$ cat src/jsu_pkg.sv
// Shared types and constants for the JSON string unescaper.
`timescale 1ns / 1ps
`default_nettype none
package jsu_pkg;

  // Results one input byte can cause: four UTF-8 bytes and an error
  localparam int unsigned MaxResults = 5;
  localparam int unsigned CntWidth   = $clog2(MaxResults + 1);
  localparam int unsigned LenWidth   = 12;
  localparam int unsigned CapWidth   = 13;

  // Capacity after reset, stored as the kept-byte limit (capacity - 1)
  localparam logic [LenWidth-1:0] LimReset = 12'd255;
  localparam logic [CapWidth-1:0] CapMax   = 13'd4096;

  typedef enum logic [1:0] {
    KIND_DATA = 2'd0,
    KIND_DONE = 2'd1,
    KIND_FAIL = 2'd2
  } kind_e;

  typedef enum logic [2:0] {
    ERR_NONE     = 3'd0,
    ERR_NOT_STR  = 3'd1,
    ERR_BAD_ESC  = 3'd2,
    ERR_BAD_HEX  = 3'd3,
    ERR_UNTERM   = 3'd4
  } err_e;

  typedef enum logic [3:0] {
    MODE_WAIT = 4'b0001,
    MODE_BODY = 4'b0010,
    MODE_ESC  = 4'b0100,
    MODE_HEX  = 4'b1000
  } mode_e;

  typedef struct packed {
    kind_e               kind;
    logic [7:0]          data;
    logic [LenWidth-1:0] len;
    err_e                err;
    logic                last;
  } result_t;

  typedef result_t [MaxResults-1:0] result_list_t;

endpackage
`default_nettype wire

$ cat src/jsu_decode.sv
// Decoder state and per-byte unescape / UTF-8 encode logic.
`timescale 1ns / 1ps
`default_nettype none
module jsu_decode (
  input  wire                           clk_i,
  input  wire                           rst_ni,
  input  wire                           accept_i,
  input  wire  [7:0]                    byte_i,
  input  wire                           end_i,
  input  wire  [jsu_pkg::LenWidth-1:0]  lim_i,
  output jsu_pkg::result_list_t         res_o,
  output logic [jsu_pkg::CntWidth-1:0]  num_o
);
  import jsu_pkg::*;

  localparam logic [7:0] ChQuote = 8'h22;
  localparam logic [7:0] ChBack  = 8'h5C;
  localparam logic [7:0] ChSlash = 8'h2F;
  localparam logic [7:0] ChSpace = 8'h20;
  localparam logic [7:0] ChU     = 8'h75;

  // nibble value, bit 4 set when the byte is not a hex digit
  function automatic logic [4:0] hex_nib(input logic [7:0] c);
    logic [4:0] r;
    r = 5'h10;
    if (c >= 8'h30 && c <= 8'h39) r = {1'b0, 4'(c - 8'h30)};
    else if (c >= 8'h61 && c <= 8'h66) r = {1'b0, 4'(c - 8'h57)};
    else if (c >= 8'h41 && c <= 8'h46) r = {1'b0, 4'(c - 8'h37)};
    return r;
  endfunction

  mode_e       mode_q, mode_d;
  logic [1:0]  hcnt_q, hcnt_d;
  logic [11:0] acc_q, acc_d;
  logic [9:0]  high_q, high_d;
  logic        pend_q, pend_d;
  logic [15:0] cnt_q, cnt_d;

  logic        raw_en;
  logic [7:0]  raw_byte;
  logic        cp_en;
  logic [20:0] cp;
  logic        tail_en;
  kind_e       tail_kind;
  err_e        tail_err;
  logic        done;
  logic        clear;
  logic [4:0]  nib;
  logic [15:0] cp16;
  logic [LenWidth-1:0] kept_len;

  logic [3:0][7:0] bytes;
  logic [2:0]      nb;
  logic [4:0]      keep;
  logic [CntWidth-1:0] m;
  logic [CntWidth-1:0] n;
  logic [16:0]     cnt_sum;

  assign nib      = hex_nib(byte_i);
  assign cp16     = {acc_q, nib[3:0]};
  assign kept_len = ({4'b0, lim_i} > cnt_q) ? cnt_q[LenWidth-1:0] : lim_i;

  // Per-mode decision for the incoming byte
  always_comb begin
    mode_d    = mode_q;
    hcnt_d    = hcnt_q;
    acc_d     = acc_q;
    high_d    = high_q;
    pend_d    = pend_q;
    raw_en    = 1'b0;
    raw_byte  = byte_i;
    cp_en     = 1'b0;
    cp        = '0;
    tail_en   = 1'b0;
    tail_kind = KIND_FAIL;
    tail_err  = ERR_NONE;
    done      = 1'b0;
    clear     = 1'b0;
    case (mode_q)
      MODE_WAIT: begin
        if (byte_i == ChQuote) begin
          clear = 1'b1;
        end else begin
          tail_en  = 1'b1;
          tail_err = ERR_NOT_STR;
          done     = 1'b1;
        end
      end
      MODE_BODY: begin
        if (byte_i == ChQuote) begin
          tail_en   = 1'b1;
          tail_kind = KIND_DONE;
          done      = 1'b1;
        end else if (byte_i == ChBack) begin
          mode_d = MODE_ESC;
        end else begin
          pend_d = 1'b0;
          raw_en = 1'b1;
        end
      end
      MODE_ESC: begin
        if (byte_i == ChU) begin
          mode_d = MODE_HEX;
          hcnt_d = '0;
          acc_d  = '0;
        end else begin
          pend_d = 1'b0;
          mode_d = MODE_BODY;
          if (byte_i == ChQuote || byte_i == ChBack || byte_i == ChSlash) begin
            raw_en = 1'b1;
          end else if (byte_i == 8'h62 || byte_i == 8'h66 || byte_i == 8'h6E ||
                       byte_i == 8'h72 || byte_i == 8'h74) begin
            raw_en   = 1'b1;
            raw_byte = ChSpace;
          end else begin
            tail_en  = 1'b1;
            tail_err = ERR_BAD_ESC;
            done     = 1'b1;
          end
        end
      end
      MODE_HEX: begin
        if (nib[4]) begin
          tail_en  = 1'b1;
          tail_err = ERR_BAD_HEX;
          done     = 1'b1;
        end else if (hcnt_q == 2'd3) begin
          hcnt_d = '0;
          acc_d  = '0;
          mode_d = MODE_BODY;
          pend_d = 1'b0;
          if (pend_q && cp16 >= 16'hDC00 && cp16 <= 16'hDFFF) begin
            // surrogate pair: 0x10000 + (high << 10) + low
            cp_en = 1'b1;
            cp    = {1'b0, high_q, cp16[9:0]} + 21'h10000;
          end else if (cp16 >= 16'hD800 && cp16 <= 16'hDBFF) begin
            pend_d = 1'b1;
            high_d = cp16[9:0];
          end else if (cp16 < 16'hDC00 || cp16 > 16'hDFFF) begin
            cp_en = 1'b1;
            cp    = {5'b0, cp16};
          end
        end else begin
          hcnt_d = hcnt_q + 2'd1;
          acc_d  = {acc_q[7:0], nib[3:0]};
        end
      end
      default: begin
        tail_en  = 1'b1;
        tail_err = ERR_NOT_STR;
        done     = 1'b1;
      end
    endcase
    // end of buffer on a byte that did not finish the string
    if (!done && end_i) begin
      tail_en   = 1'b1;
      tail_kind = KIND_FAIL;
      tail_err  = ERR_UNTERM;
      done      = 1'b1;
    end
  end

  // UTF-8 encoder / raw byte path
  always_comb begin
    bytes = '0;
    nb    = '0;
    if (raw_en) begin
      nb       = 3'd1;
      bytes[0] = raw_byte;
    end else if (cp_en) begin
      if (cp < 21'h80) begin
        nb       = 3'd1;
        bytes[0] = cp[7:0];
      end else if (cp < 21'h800) begin
        nb       = 3'd2;
        bytes[0] = 8'hC0 | {3'b0, cp[10:6]};
        bytes[1] = 8'h80 | {2'b0, cp[5:0]};
      end else if (cp < 21'h10000) begin
        nb       = 3'd3;
        bytes[0] = 8'hE0 | {4'b0, cp[15:12]};
        bytes[1] = 8'h80 | {2'b0, cp[11:6]};
        bytes[2] = 8'h80 | {2'b0, cp[5:0]};
      end else begin
        nb       = 3'd4;
        bytes[0] = 8'hF0 | {5'b0, cp[20:18]};
        bytes[1] = 8'h80 | {2'b0, cp[17:12]};
        bytes[2] = 8'h80 | {2'b0, cp[11:6]};
        bytes[3] = 8'h80 | {2'b0, cp[5:0]};
      end
    end
  end

  // Saturating byte count and state clear
  always_comb begin
    cnt_sum = {1'b0, cnt_q} + {14'b0, nb};
    cnt_d   = cnt_sum[16] ? 16'hFFFF : cnt_sum[15:0];
    if (clear) begin
      cnt_d = '0;
    end
  end

  // Kept bytes form a prefix: byte k is kept while count + k < limit
  always_comb begin
    keep = '0;
    m    = '0;
    for (int k = 0; k < 4; k++) begin
      keep[k] = (3'(k) < nb) && (({1'b0, cnt_q} + 17'(k)) < {5'b0, lim_i});
      m       = m + CntWidth'(keep[k]);
    end
    n = m + CntWidth'(tail_en);
  end

  // Result list
  always_comb begin
    res_o = '0;
    for (int i = 0; i < MaxResults; i++) begin
      if (i < 4 && keep[i]) begin
        res_o[i].kind = KIND_DATA;
        res_o[i].data = bytes[i[1:0]];
      end else if (tail_en && CntWidth'(i) == m) begin
        res_o[i].kind = tail_kind;
        res_o[i].err  = (tail_kind == KIND_DONE) ? ERR_NONE : tail_err;
        res_o[i].len  = (tail_kind == KIND_DONE) ? kept_len : '0;
      end
      res_o[i].last = (CntWidth'(i) + CntWidth'(1)) == n;
    end
    num_o = n;
  end

  // Decoder state, updated on each accepted byte
  always_ff @(posedge clk_i or negedge rst_ni) begin
    if (!rst_ni) begin
      mode_q <= MODE_WAIT;
      hcnt_q <= '0;
      acc_q  <= '0;
      high_q <= '0;
      pend_q <= 1'b0;
      cnt_q  <= '0;
    end else if (accept_i) begin
      if (done) begin
        mode_q <= MODE_WAIT;
        hcnt_q <= '0;
        acc_q  <= '0;
        high_q <= '0;
        pend_q <= 1'b0;
        cnt_q  <= '0;
      end else if (clear) begin
        mode_q <= MODE_BODY;
        hcnt_q <= '0;
        acc_q  <= '0;
        high_q <= '0;
        pend_q <= 1'b0;
        cnt_q  <= '0;
      end else begin
        mode_q <= mode_d;
        hcnt_q <= hcnt_d;
        acc_q  <= acc_d;
        high_q <= high_d;
        pend_q <= pend_d;
        cnt_q  <= cnt_d;
      end
    end
  end

  // a finished or failed string always returns to waiting for a quote
  assert property (@(posedge clk_i) disable iff (!rst_ni)
    accept_i && tail_en |=> mode_q == MODE_WAIT)
    else $error("decoder did not restart after a final result");

  assert property (@(posedge clk_i) disable iff (!rst_ni)
    num_o <= CntWidth'(MaxResults))
    else $error("decoder result count out of range");

endmodule
`default_nettype wire

$ cat src/jsu_out_queue.sv
// Result register bank that hands out one result per transfer.
`timescale 1ns / 1ps
`default_nettype none
module jsu_out_queue (
  input  wire                           clk_i,
  input  wire                           rst_ni,
  input  wire                           load_i,
  input  jsu_pkg::result_list_t         res_i,
  input  wire  [jsu_pkg::CntWidth-1:0]  num_i,
  output logic                          room_o,
  output logic                          valid_o,
  input  wire                           ready_i,
  output jsu_pkg::result_t              head_o
);
  import jsu_pkg::*;

  result_list_t        ent_q, ent_d;
  logic [CntWidth-1:0] cnt_q, cnt_d;
  logic                pop;

  assign valid_o = cnt_q != '0;
  assign pop     = valid_o && ready_i;
  // a new list may load once the bank drains in this cycle
  assign room_o  = (cnt_q == '0) || (cnt_q == CntWidth'(1) && ready_i);
  assign head_o  = ent_q[0];

  // Load a fresh list or shift down on each transfer
  always_comb begin
    ent_d = ent_q;
    cnt_d = cnt_q;
    if (load_i) begin
      ent_d = res_i;
      cnt_d = num_i;
    end else if (pop) begin
      for (int i = 0; i < MaxResults - 1; i++) begin
        ent_d[i] = ent_q[i+1];
      end
      cnt_d = cnt_q - CntWidth'(1);
    end
  end

  always_ff @(posedge clk_i or negedge rst_ni) begin
    if (!rst_ni) begin
      cnt_q <= '0;
    end else begin
      cnt_q <= cnt_d;
    end
  end

  always_ff @(posedge clk_i) begin
    ent_q <= ent_d;
  end

  assert property (@(posedge clk_i) disable iff (!rst_ni)
    cnt_q <= CntWidth'(MaxResults))
    else $error("result bank overfilled");

  assert property (@(posedge clk_i) disable iff (!rst_ni)
    load_i |-> (cnt_q == '0) || (cnt_q == CntWidth'(1) && pop))
    else $error("result bank loaded while results still pending");

  assert property (@(posedge clk_i) disable iff (!rst_ni)
    valid_o && cnt_q == CntWidth'(1) |-> head_o.last)
    else $error("final queued result lacks its last mark");

endmodule
`default_nettype wire

$ cat src/json_string_unescape_utf8.sv
// Top level: JSON string unescaper emitting UTF-8 bytes on a stream.
// A result appears on the master side in the cycle after its input transfer.
// Throughput: one input byte per cycle while the receiver is ready and each byte yields at
// most one result. A byte yielding more (a \u escape end, or end-of-buffer error) holds
// input as the single-read result bank drains them, one per cycle while the receiver is ready.
// Reset: waits for an opening quote, byte count cleared, capacity 256.
`timescale 1ns / 1ps
`default_nettype none
module json_string_unescape_utf8 (
  input  wire         clk_i,
  input  wire         rst_ni,
  input  wire         cfg_we_i,
  input  wire  [12:0] cfg_wdata_i,    // out_capacity
  input  wire         s_axis_tvalid,
  output logic        s_axis_tready,
  input  wire  [7:0]  s_axis_tdata,   // [7:0] in_byte
  input  wire         s_axis_tlast,   // buffer_end
  output logic        m_axis_tvalid,
  input  wire         m_axis_tready,
  output logic [23:0] m_axis_tdata,   // [7:0] data_byte, [19:8] text_length, [22:20] error_code
  output logic [1:0]  m_axis_tuser,   // [1:0] kind
  output logic        m_axis_tlast    // last
);
  import jsu_pkg::*;

  logic [LenWidth-1:0] lim_q;
  logic                accept;
  logic                room;
  result_list_t        res_list;
  logic [CntWidth-1:0] res_num;
  result_t             head;

  assign s_axis_tready = room;
  assign accept        = s_axis_tvalid && room;

  // Capacity kept as its byte limit, clamped to 1..4096 before the minus one
  always_ff @(posedge clk_i or negedge rst_ni) begin
    if (!rst_ni) begin
      lim_q <= LimReset;
    end else if (cfg_we_i) begin
      if (cfg_wdata_i == '0) begin
        lim_q <= '0;
      end else if (cfg_wdata_i > CapMax) begin
        lim_q <= '1;
      end else begin
        lim_q <= LenWidth'(cfg_wdata_i - 13'd1);
      end
    end
  end

  jsu_decode u_decode (
    .clk_i    (clk_i),
    .rst_ni   (rst_ni),
    .accept_i (accept),
    .byte_i   (s_axis_tdata),
    .end_i    (s_axis_tlast),
    .lim_i    (lim_q),
    .res_o    (res_list),
    .num_o    (res_num)
  );

  jsu_out_queue u_out_queue (
    .clk_i   (clk_i),
    .rst_ni  (rst_ni),
    .load_i  (accept),
    .res_i   (res_list),
    .num_i   (res_num),
    .room_o  (room),
    .valid_o (m_axis_tvalid),
    .ready_i (m_axis_tready),
    .head_o  (head)
  );

  // Output packing
  assign m_axis_tdata = {1'b0, head.err, head.len, head.data};
  assign m_axis_tuser = head.kind;
  assign m_axis_tlast = head.last;

endmodule
`default_nettype wire

$ cat config.mk
export PLATFORM = sky130hd
export DESIGN_NAME = json_string_unescape_utf8
export DESIGN_NICKNAME = d
export VERILOG_FILES = /design/src/jsu_pkg.sv /design/src/jsu_decode.sv /design/src/jsu_out_queue.sv /design/src/json_string_unescape_utf8.sv
export SDC_FILE = /design/constraint.sdc
export NUM_CORES = 1
export LEC_CHECK = 0
export ABC_AREA = 1
export BUFFER_PORTS_ARGS = -buffer_cell sky130_fd_sc_hd__buf_2
export CAP_MARGIN = 20
export CORE_UTILIZATION = 30
export DETAILED_ROUTE_END_ITERATION = 8
export GPL_TIMING_DRIVEN = 0
export MAX_ROUTING_LAYER = met4
export PLACE_DENSITY = 0.42
export SETUP_SLACK_MARGIN = 0.5
export SKIP_CTS_REPAIR_TIMING = 1
export SLEW_MARGIN = 5
export SYNTH_ARGS = -nofsm -noshare
export SYNTH_HDL_FRONTEND = slang
export SYNTH_SLANG_ARGS = --single-unit
$ cat constraint.sdc
create_clock -name clk_i -period 7.3 [get_ports clk_i]
set_input_delay 1.825 -clock clk_i [delete_from_list [all_inputs] [get_ports clk_i]]
set_output_delay 1.825 -clock clk_i [all_outputs]
set_load 0.02 [all_outputs]
==> results of run 1 <==
-- registers in the layout, summed over array words and instances (netlist names) --
signal and count:
u_out_queue.head_o 26, u_decode.hcnt_q 2, u_out_queue.ent_q 93, u_decode.acc_q 12
u_decode.high_q 10, u_decode.mode_q 4, u_decode.pend_q 1, u_decode.cnt_q 16
lim_q 12, u_out_queue.cnt_q 3
-- per-stage QoR --
stage | utilization | hold WS [ns] | power [mW] | setup slack (ns)
5_1_grt | 0.343 | 0.522 | 3.85 | 0.760
3_5_place_dp | 0.328 | 0.480 | 2.70 | 0.479
2_1_floorplan | - | 0.453 | 2.38 | 1.66
3_3_place_gp | 0.327 | 0.472 | 2.71 | 0.379
4_1_cts | 0.343 | 0.498 | 3.66 | 0.975
6_report | 0.343 | 0.492 | 3.61 | 1.23
-- cells by family (layout without fill, tap and decap cells) --
kind of cell | count (synthesis) | count (layout) | share of synthesized area
XOR/XNOR | 42 | 42 | 0.0296
flip-flops | 179 | 179 | 0.410
adder cells (fa/ha/maj) | 68 | 68 | 0.0704
AO/OA/AOI/OAI | 264 | 264 | 0.121
AND/OR/NAND/NOR | 768 | 768 | 0.280
other | 1 | 1 | 0.000302
buffers and inverters | 254 | 343 | 0.0893
-- cell usage after synthesis (3+ instances only) --
| cell type | n |
|---|---|
| buf_2 | 23 |
| inv_1 | 163 |
| inv_2 | 10 |
| fa_1 | 3 |
| nand2_4 | 3 |
| nand2_2 | 15 |
| ha_1 | 65 |
| nand4_1 | 33 |
| o2111ai_1 | 6 |
| dfstp_2 | 9 |
| a21oi_1 | 41 |
| nor2_1 | 146 |
| o31ai_1 | 6 |
| nor2_4 | 10 |
| o21ai_1 | 14 |
| nor2_2 | 12 |
| o211ai_1 | 9 |
| xnor2_1 | 4 |
| dfrtp_1 | 51 |
| nor3_1 | 25 |
| nand2_1 | 394 |
| o22ai_1 | 24 |
| buf_4 | 29 |
| o21ai_0 | 140 |
| a31oi_1 | 7 |
| edfxtp_1 | 119 |
| xor2_1 | 38 |
| clkbuf_1 | 21 |
| nand3_1 | 105 |
| nand3_2 | 10 |
-- routing by layer --
metal,global-route usage,vias up
li1,-,5421
met1,0.258,4906
met2,0.297,167
met3,0.0250,23
met4,0.0362,0
met5,-,-
-- worst paths after layout --
path | startpoint | to | slack (ns) | depth (start not counted)
max | s_axis_tdata[0] | u_out_queue.ent_q[78] | 1.23 | 25
min | u_decode.hcnt_q[1] | u_decode.hcnt_q[1] | 0.49 | 2
max reg2reg | u_decode.cnt_q[0] | u_out_queue.ent_q[78] | 1.86 | 22
min reg2reg | u_decode.hcnt_q[1] | u_decode.hcnt_q[1] | 0.49 | 2
max in group asynchronous | rst_ni | u_decode.cnt_q[5] | 5.41 | 2
min in group asynchronous | rst_ni | u_decode.mode_q[1] | 1.32 | 1
-- worst max-delay path, cell delays in order --
cell and delay [ns]:
buf_2 0.13, inv_1 0.10, ha_1 0.24, inv_1 0.09, nand2_1 0.05, nand2_1 0.06
nand2_1 0.08, nand2_4 0.12, nand2_4 0.09, nand2_4 0.10, nor2_1 0.08, o21ai_0 0.11
nand3_2 0.25, nor2_2 0.31, nand3_2 0.25, and3_1 0.30, ha_1 0.29, inv_1 0.05
fa_1 0.52, inv_1 0.12, ha_1 0.15, inv_1 0.04, fa_1 0.54, inv_1 0.09
o41ai_1 0.35
-- where the power goes --
part           switching (mW)  internal (mW)  leakage [nW]
clock network           0.459          0.492         0.286
logic                   0.672          0.347          4.26
registers              0.0817           1.55          1.99
-- layout make-up --
type                            count  share of cell area
Inverter                          176              0.0475
Multi-Input combinational cell   1143               0.444
Sequential cell                   179               0.363
Tap cell                          532              0.0476
Buffer                             78              0.0320
Clock buffer                       18              0.0314
Clock inverter                     14              0.0104
Timing Repair Buffer               57              0.0234
==> results_dict.tcl, run 1 <==
set metrics [dict create \
    synth_top_cell_by_area "edfxtp_1" \
    cts_buffers 17 \
    cts_tree "built" \
    fin_area_um2 14000 \
    finalClockSkew_ns 0.0152 \
    dp_hpwl_mm 28.8 \
    grt_use_total 0.188 \
    clk_latency_ns 0.46 \
    area_delta_synth_final_pct 12.8 \
    grt_pass1_vias 10100 \
    cts_sinks 179 \
    syn_nets 1671 \
    die_y_um 205 \
    grt_pass1_wl_mm 58.4 \
    rsz0062_at_grt "no" \
    critPathArrivalTime_ns 6.33 \
    wl_met1_mm 18.6 \
    synth-seq-cells 179 \
    clockRootBuffer "clkbuf_16" \
    maxSlewHeadroom 0.361 \
    regArea_um2 5090 \
    final_cell_mix "nand2_1, inv_1, nor2_1" \
    grt_start_max_net_pins 59 \
    initial_core_util 0.304 \
    die_w_um 205 \
    hold_path_class "reg2reg" \
    yosysWarnings 0 \
    grt_overflow 0 \
    finalHoldViolCount 0 \
    p_leak_nw 6.53 \
    drtPass1Iterations 5 \
    syn-cell-area_um2 12400 \
    required_ns 7.56 \
    num_vias 10500 \
    rows 74 \
    totalWireLength_mm 37.2 \
    finalSetupViolCount 0 \
    startpoint_type "primary input" \
    die-area_um2 42200 \
    gp_congestion 0.913 \
    synth_cell_types 60 \
    avgSynthCellArea_um2 7.88 \
    core-area_um2 40800 \
    placedCellCount 2165 \
    wl_met3_mm 1.15 \
    drtAntennaViolNets 0 \
    highest_layer "met4" \
    post-route-period-util 0.832 \
    status "finished clean" \
    final_common_cell "nand2_1" \
    critPathKind "in2reg" \
    wl_per_cell_um 16.9 \
    tns_ns 0 \
    num-nets-final 1747 \
    multi_input_area_um2 6220 \
    ys_async_sr_fraction 0.335 \
    crit_fanout 8 \
    ir_drop_uv 212 \
    period_minus_slack_ns 6.07 \
    route.detailed.drc 0 \
    port-buffer-count 54 \
    drt-initial-drc-count 669 \
    cts_buffer_depth 2 \
    netlist_top_cells_area "edfxtp_1, nand2_1, dfrtp_1, ha_1, o21ai_0" \
    yosysTopAreaCellShare 0.288 \
    synth_ff_type "edfxtp_1" \
    post_route_cells_drive_above_1_share 0.139 \
    h-tree-depth 4 \
    synth-seq-area-share 0.410 \
    fmax_mhz 165 \
    routed-wl-met2_mm 17.1 \
    synthCells 1576 \
    postPlaceCellArea_um2 13400 \
    clk_pin_slew_worst_paths_ns 0.08 \
    io_pins 56 \
    synth_edf_count 119 \
    tightestPinTransition_ns 0.949 \
    antenna_found_initial 0 \
    diodes 0 \
    slew_violations 0 \
    crit_path_end_kind "flip-flop" \
    drv_cap 0 \
    powerDensity_nw_per_um2 258 \
    layout.cells.non_filler 2197 \
    vias_per_cell 4.79 \
    num-fill-cells 4310 \
]
Power figures use the tool's default switching activity.
==> inputs of run 2 (changes only) <==
==> constraint.sdc (replaced) <==
create_clock -name clk_i -period 6.4 [get_ports clk_i]
set_input_delay 1.6 -clock clk_i [delete_from_list [all_inputs] [get_ports clk_i]]
set_output_delay 1.6 -clock clk_i [all_outputs]
set_load 0.02 [all_outputs]
==> run 2 against run 1 <==
Cell count grew 0.14%. Sequential power grew 14%. Core utilization grew 0.16 points. Via count is the same. Non-clock buffer count grew 3. Count of clock-buffer cells in the layout is the same.
==> results_dict.tcl, run 2 (same netlist as run 1, synthesis figures left out) <==
set metrics [dict create \
    die_y_um 205 \
    period_minus_slack_ns 5.56 \
    top_register "u_out_queue.ent_q" \
    clockRootBuffer "clkbuf_16" \
    hold_ws_ns 0.493 \
    h-tree-depth 4 \
    p_switching_mw 1.38 \
    critPathKind "in2reg" \
    postPlaceCellArea_um2 13400 \
    finalPower_mw 4.11 \
    crit_fanout 8 \
    num-nets-final 1750 \
    tns_ns 0 \
    antenna_found_initial 0 \
    cts_tree "built" \
    layout.cells.non_filler 2200 \
    cts_buffers 17 \
    grt_pass1_vias 10100 \
    clk_latency_ns 0.46 \
    grt_start_max_net_pins 59 \
    slew_violations 0 \
    finalSetupViolCount 0 \
    port-buffer-count 54 \
    core-area_um2 40800 \
    fmax_mhz 180 \
    clk_pin_slew_worst_paths_ns 0.08 \
    status "finished clean" \
    die-area_um2 42200 \
    io_pins 56 \
    startpoint_type "primary input" \
    power.internal_mw 2.73 \
    grt_overflow 0 \
    die_w_um 205 \
    gp_congestion 0.913 \
    rsz0062_at_grt "no" \
    place_ws_ns -0.196 \
    final_cell_mix "nand2_1, inv_1, nor2_1" \
    clockPowerShare 0.263 \
    initial_core_util 0.304 \
    drtAntennaViolNets 0 \
    rows 74 \
    diodes 0 \
    totalWireLength_mm 37.2 \
    fin_area_um2 14100 \
    vias_per_cell 4.78 \
    final_common_cell "nand2_1" \
    drv_cap 0 \
    drtPass1Iterations 5 \
    hold_path_class "reg2reg" \
    grt_pass1_wl_mm 58.4 \
    grt_use_total 0.188 \
    combinationalPowerShare 0.283 \
    num_vias 10500 \
    crit_path_end_kind "flip-flop" \
    cts_sinks 179 \
    post-route-period-util 0.868 \
    wl_per_cell_um 16.9 \
    powerDensity_nw_per_um2 293 \
    tightestPinTransition_ns 0.951 \
    placedCellCount 2165 \
    cts_buffer_depth 2 \
    ir_drop_uv 244 \
    required_ns 6.66 \
    post-route-util 0.344 \
    finalClockSkew_ns 0.0160 \
    p_leak_nw 6.55 \
    largest_reg_flops 93 \
    timing.final.ws_setup_ns 0.842 \
    swShare 0.336 \
    critPathArrivalTime_ns 5.82 \
    finalHoldViolCount 0 \
    area_delta_synth_final_pct 13.3 \
    maxSlewHeadroom 0.360 \
    post_route_cells_drive_above_1_share 0.143 \
    route.detailed.drc 0 \
    drt-initial-drc-count 567 \
    dp_hpwl_mm 28.8 \
    pwr-share-seq 0.454 \
]
run 2: cell types whose count changed in the layout (fill, tap and decap cells not counted), sizes merged:
cell  previous run  this run
buf            113       116
run 2: path summary, 6_finish.rpt:
path                                    start  slack, ns               endpoint  cells past startpoint
max                           s_axis_tdata[0]       0.84  u_out_queue.ent_q[78]                     25
min in group asynchronous              rst_ni       1.09      u_decode.cnt_q[1]                      1
min reg2reg                u_decode.hcnt_q[1]       0.49     u_decode.hcnt_q[1]                      2
max in group asynchronous              rst_ni       4.73      u_decode.cnt_q[2]                      2
min                        u_decode.hcnt_q[1]       0.49     u_decode.hcnt_q[1]                      2
max reg2reg                 u_decode.cnt_q[0]       0.98  u_out_queue.ent_q[78]                     22
run 2: power groups by stage:
stage | combinational, mW | clock [mW] | sequential (mW)
3_3_place_gp | 1.16 | 0 | 1.92
6_report | 1.16 | 1.08 | 1.87
4_1_cts | 1.19 | 1.11 | 1.87
2_1_floorplan | 0.813 | 0 | 1.90
3_5_place_dp | 1.19 | 0 | 1.89
5_1_grt | 1.33 | 1.15 | 1.91
run 2: final cells by class:
cell class	instances	area (um2)
Fill cell	4313	26800
Timing Repair Buffer	60	350
Sequential cell	179	5090
Clock buffer	18	439
Clock inverter	14	145
Inverter	176	664
Tap cell	532	666
Multi-Input combinational cell	1143	6250
Buffer	78	457
run 2: per-layer routing:
layer	track usage	vias to the layer above	wire [um]
met5	-	-	0
met4	0.0362	0	348
met3	0.0250	21	1090
met2	0.297	157	17100
met1	0.258	4917	18700
li1	-	5422	-
run 2: critical path: stages:
cell and delay, ns:
buf_2 0.13, inv_1 0.10, ha_1 0.24, inv_1 0.09, nand2_1 0.05, nand2_1 0.06, nand2_1 0.08, nand2_4 0.12
nand2_4 0.09, nand2_4 0.10, nor2_1 0.08, o21ai_0 0.11, nand3_2 0.27, nor2_4 0.22, nand3_4 0.14, and3_4 0.22
ha_1 0.27, inv_1 0.05, fa_1 0.52, inv_1 0.12, ha_1 0.15, inv_1 0.04, fa_1 0.53, inv_1 0.09
o41ai_1 0.34
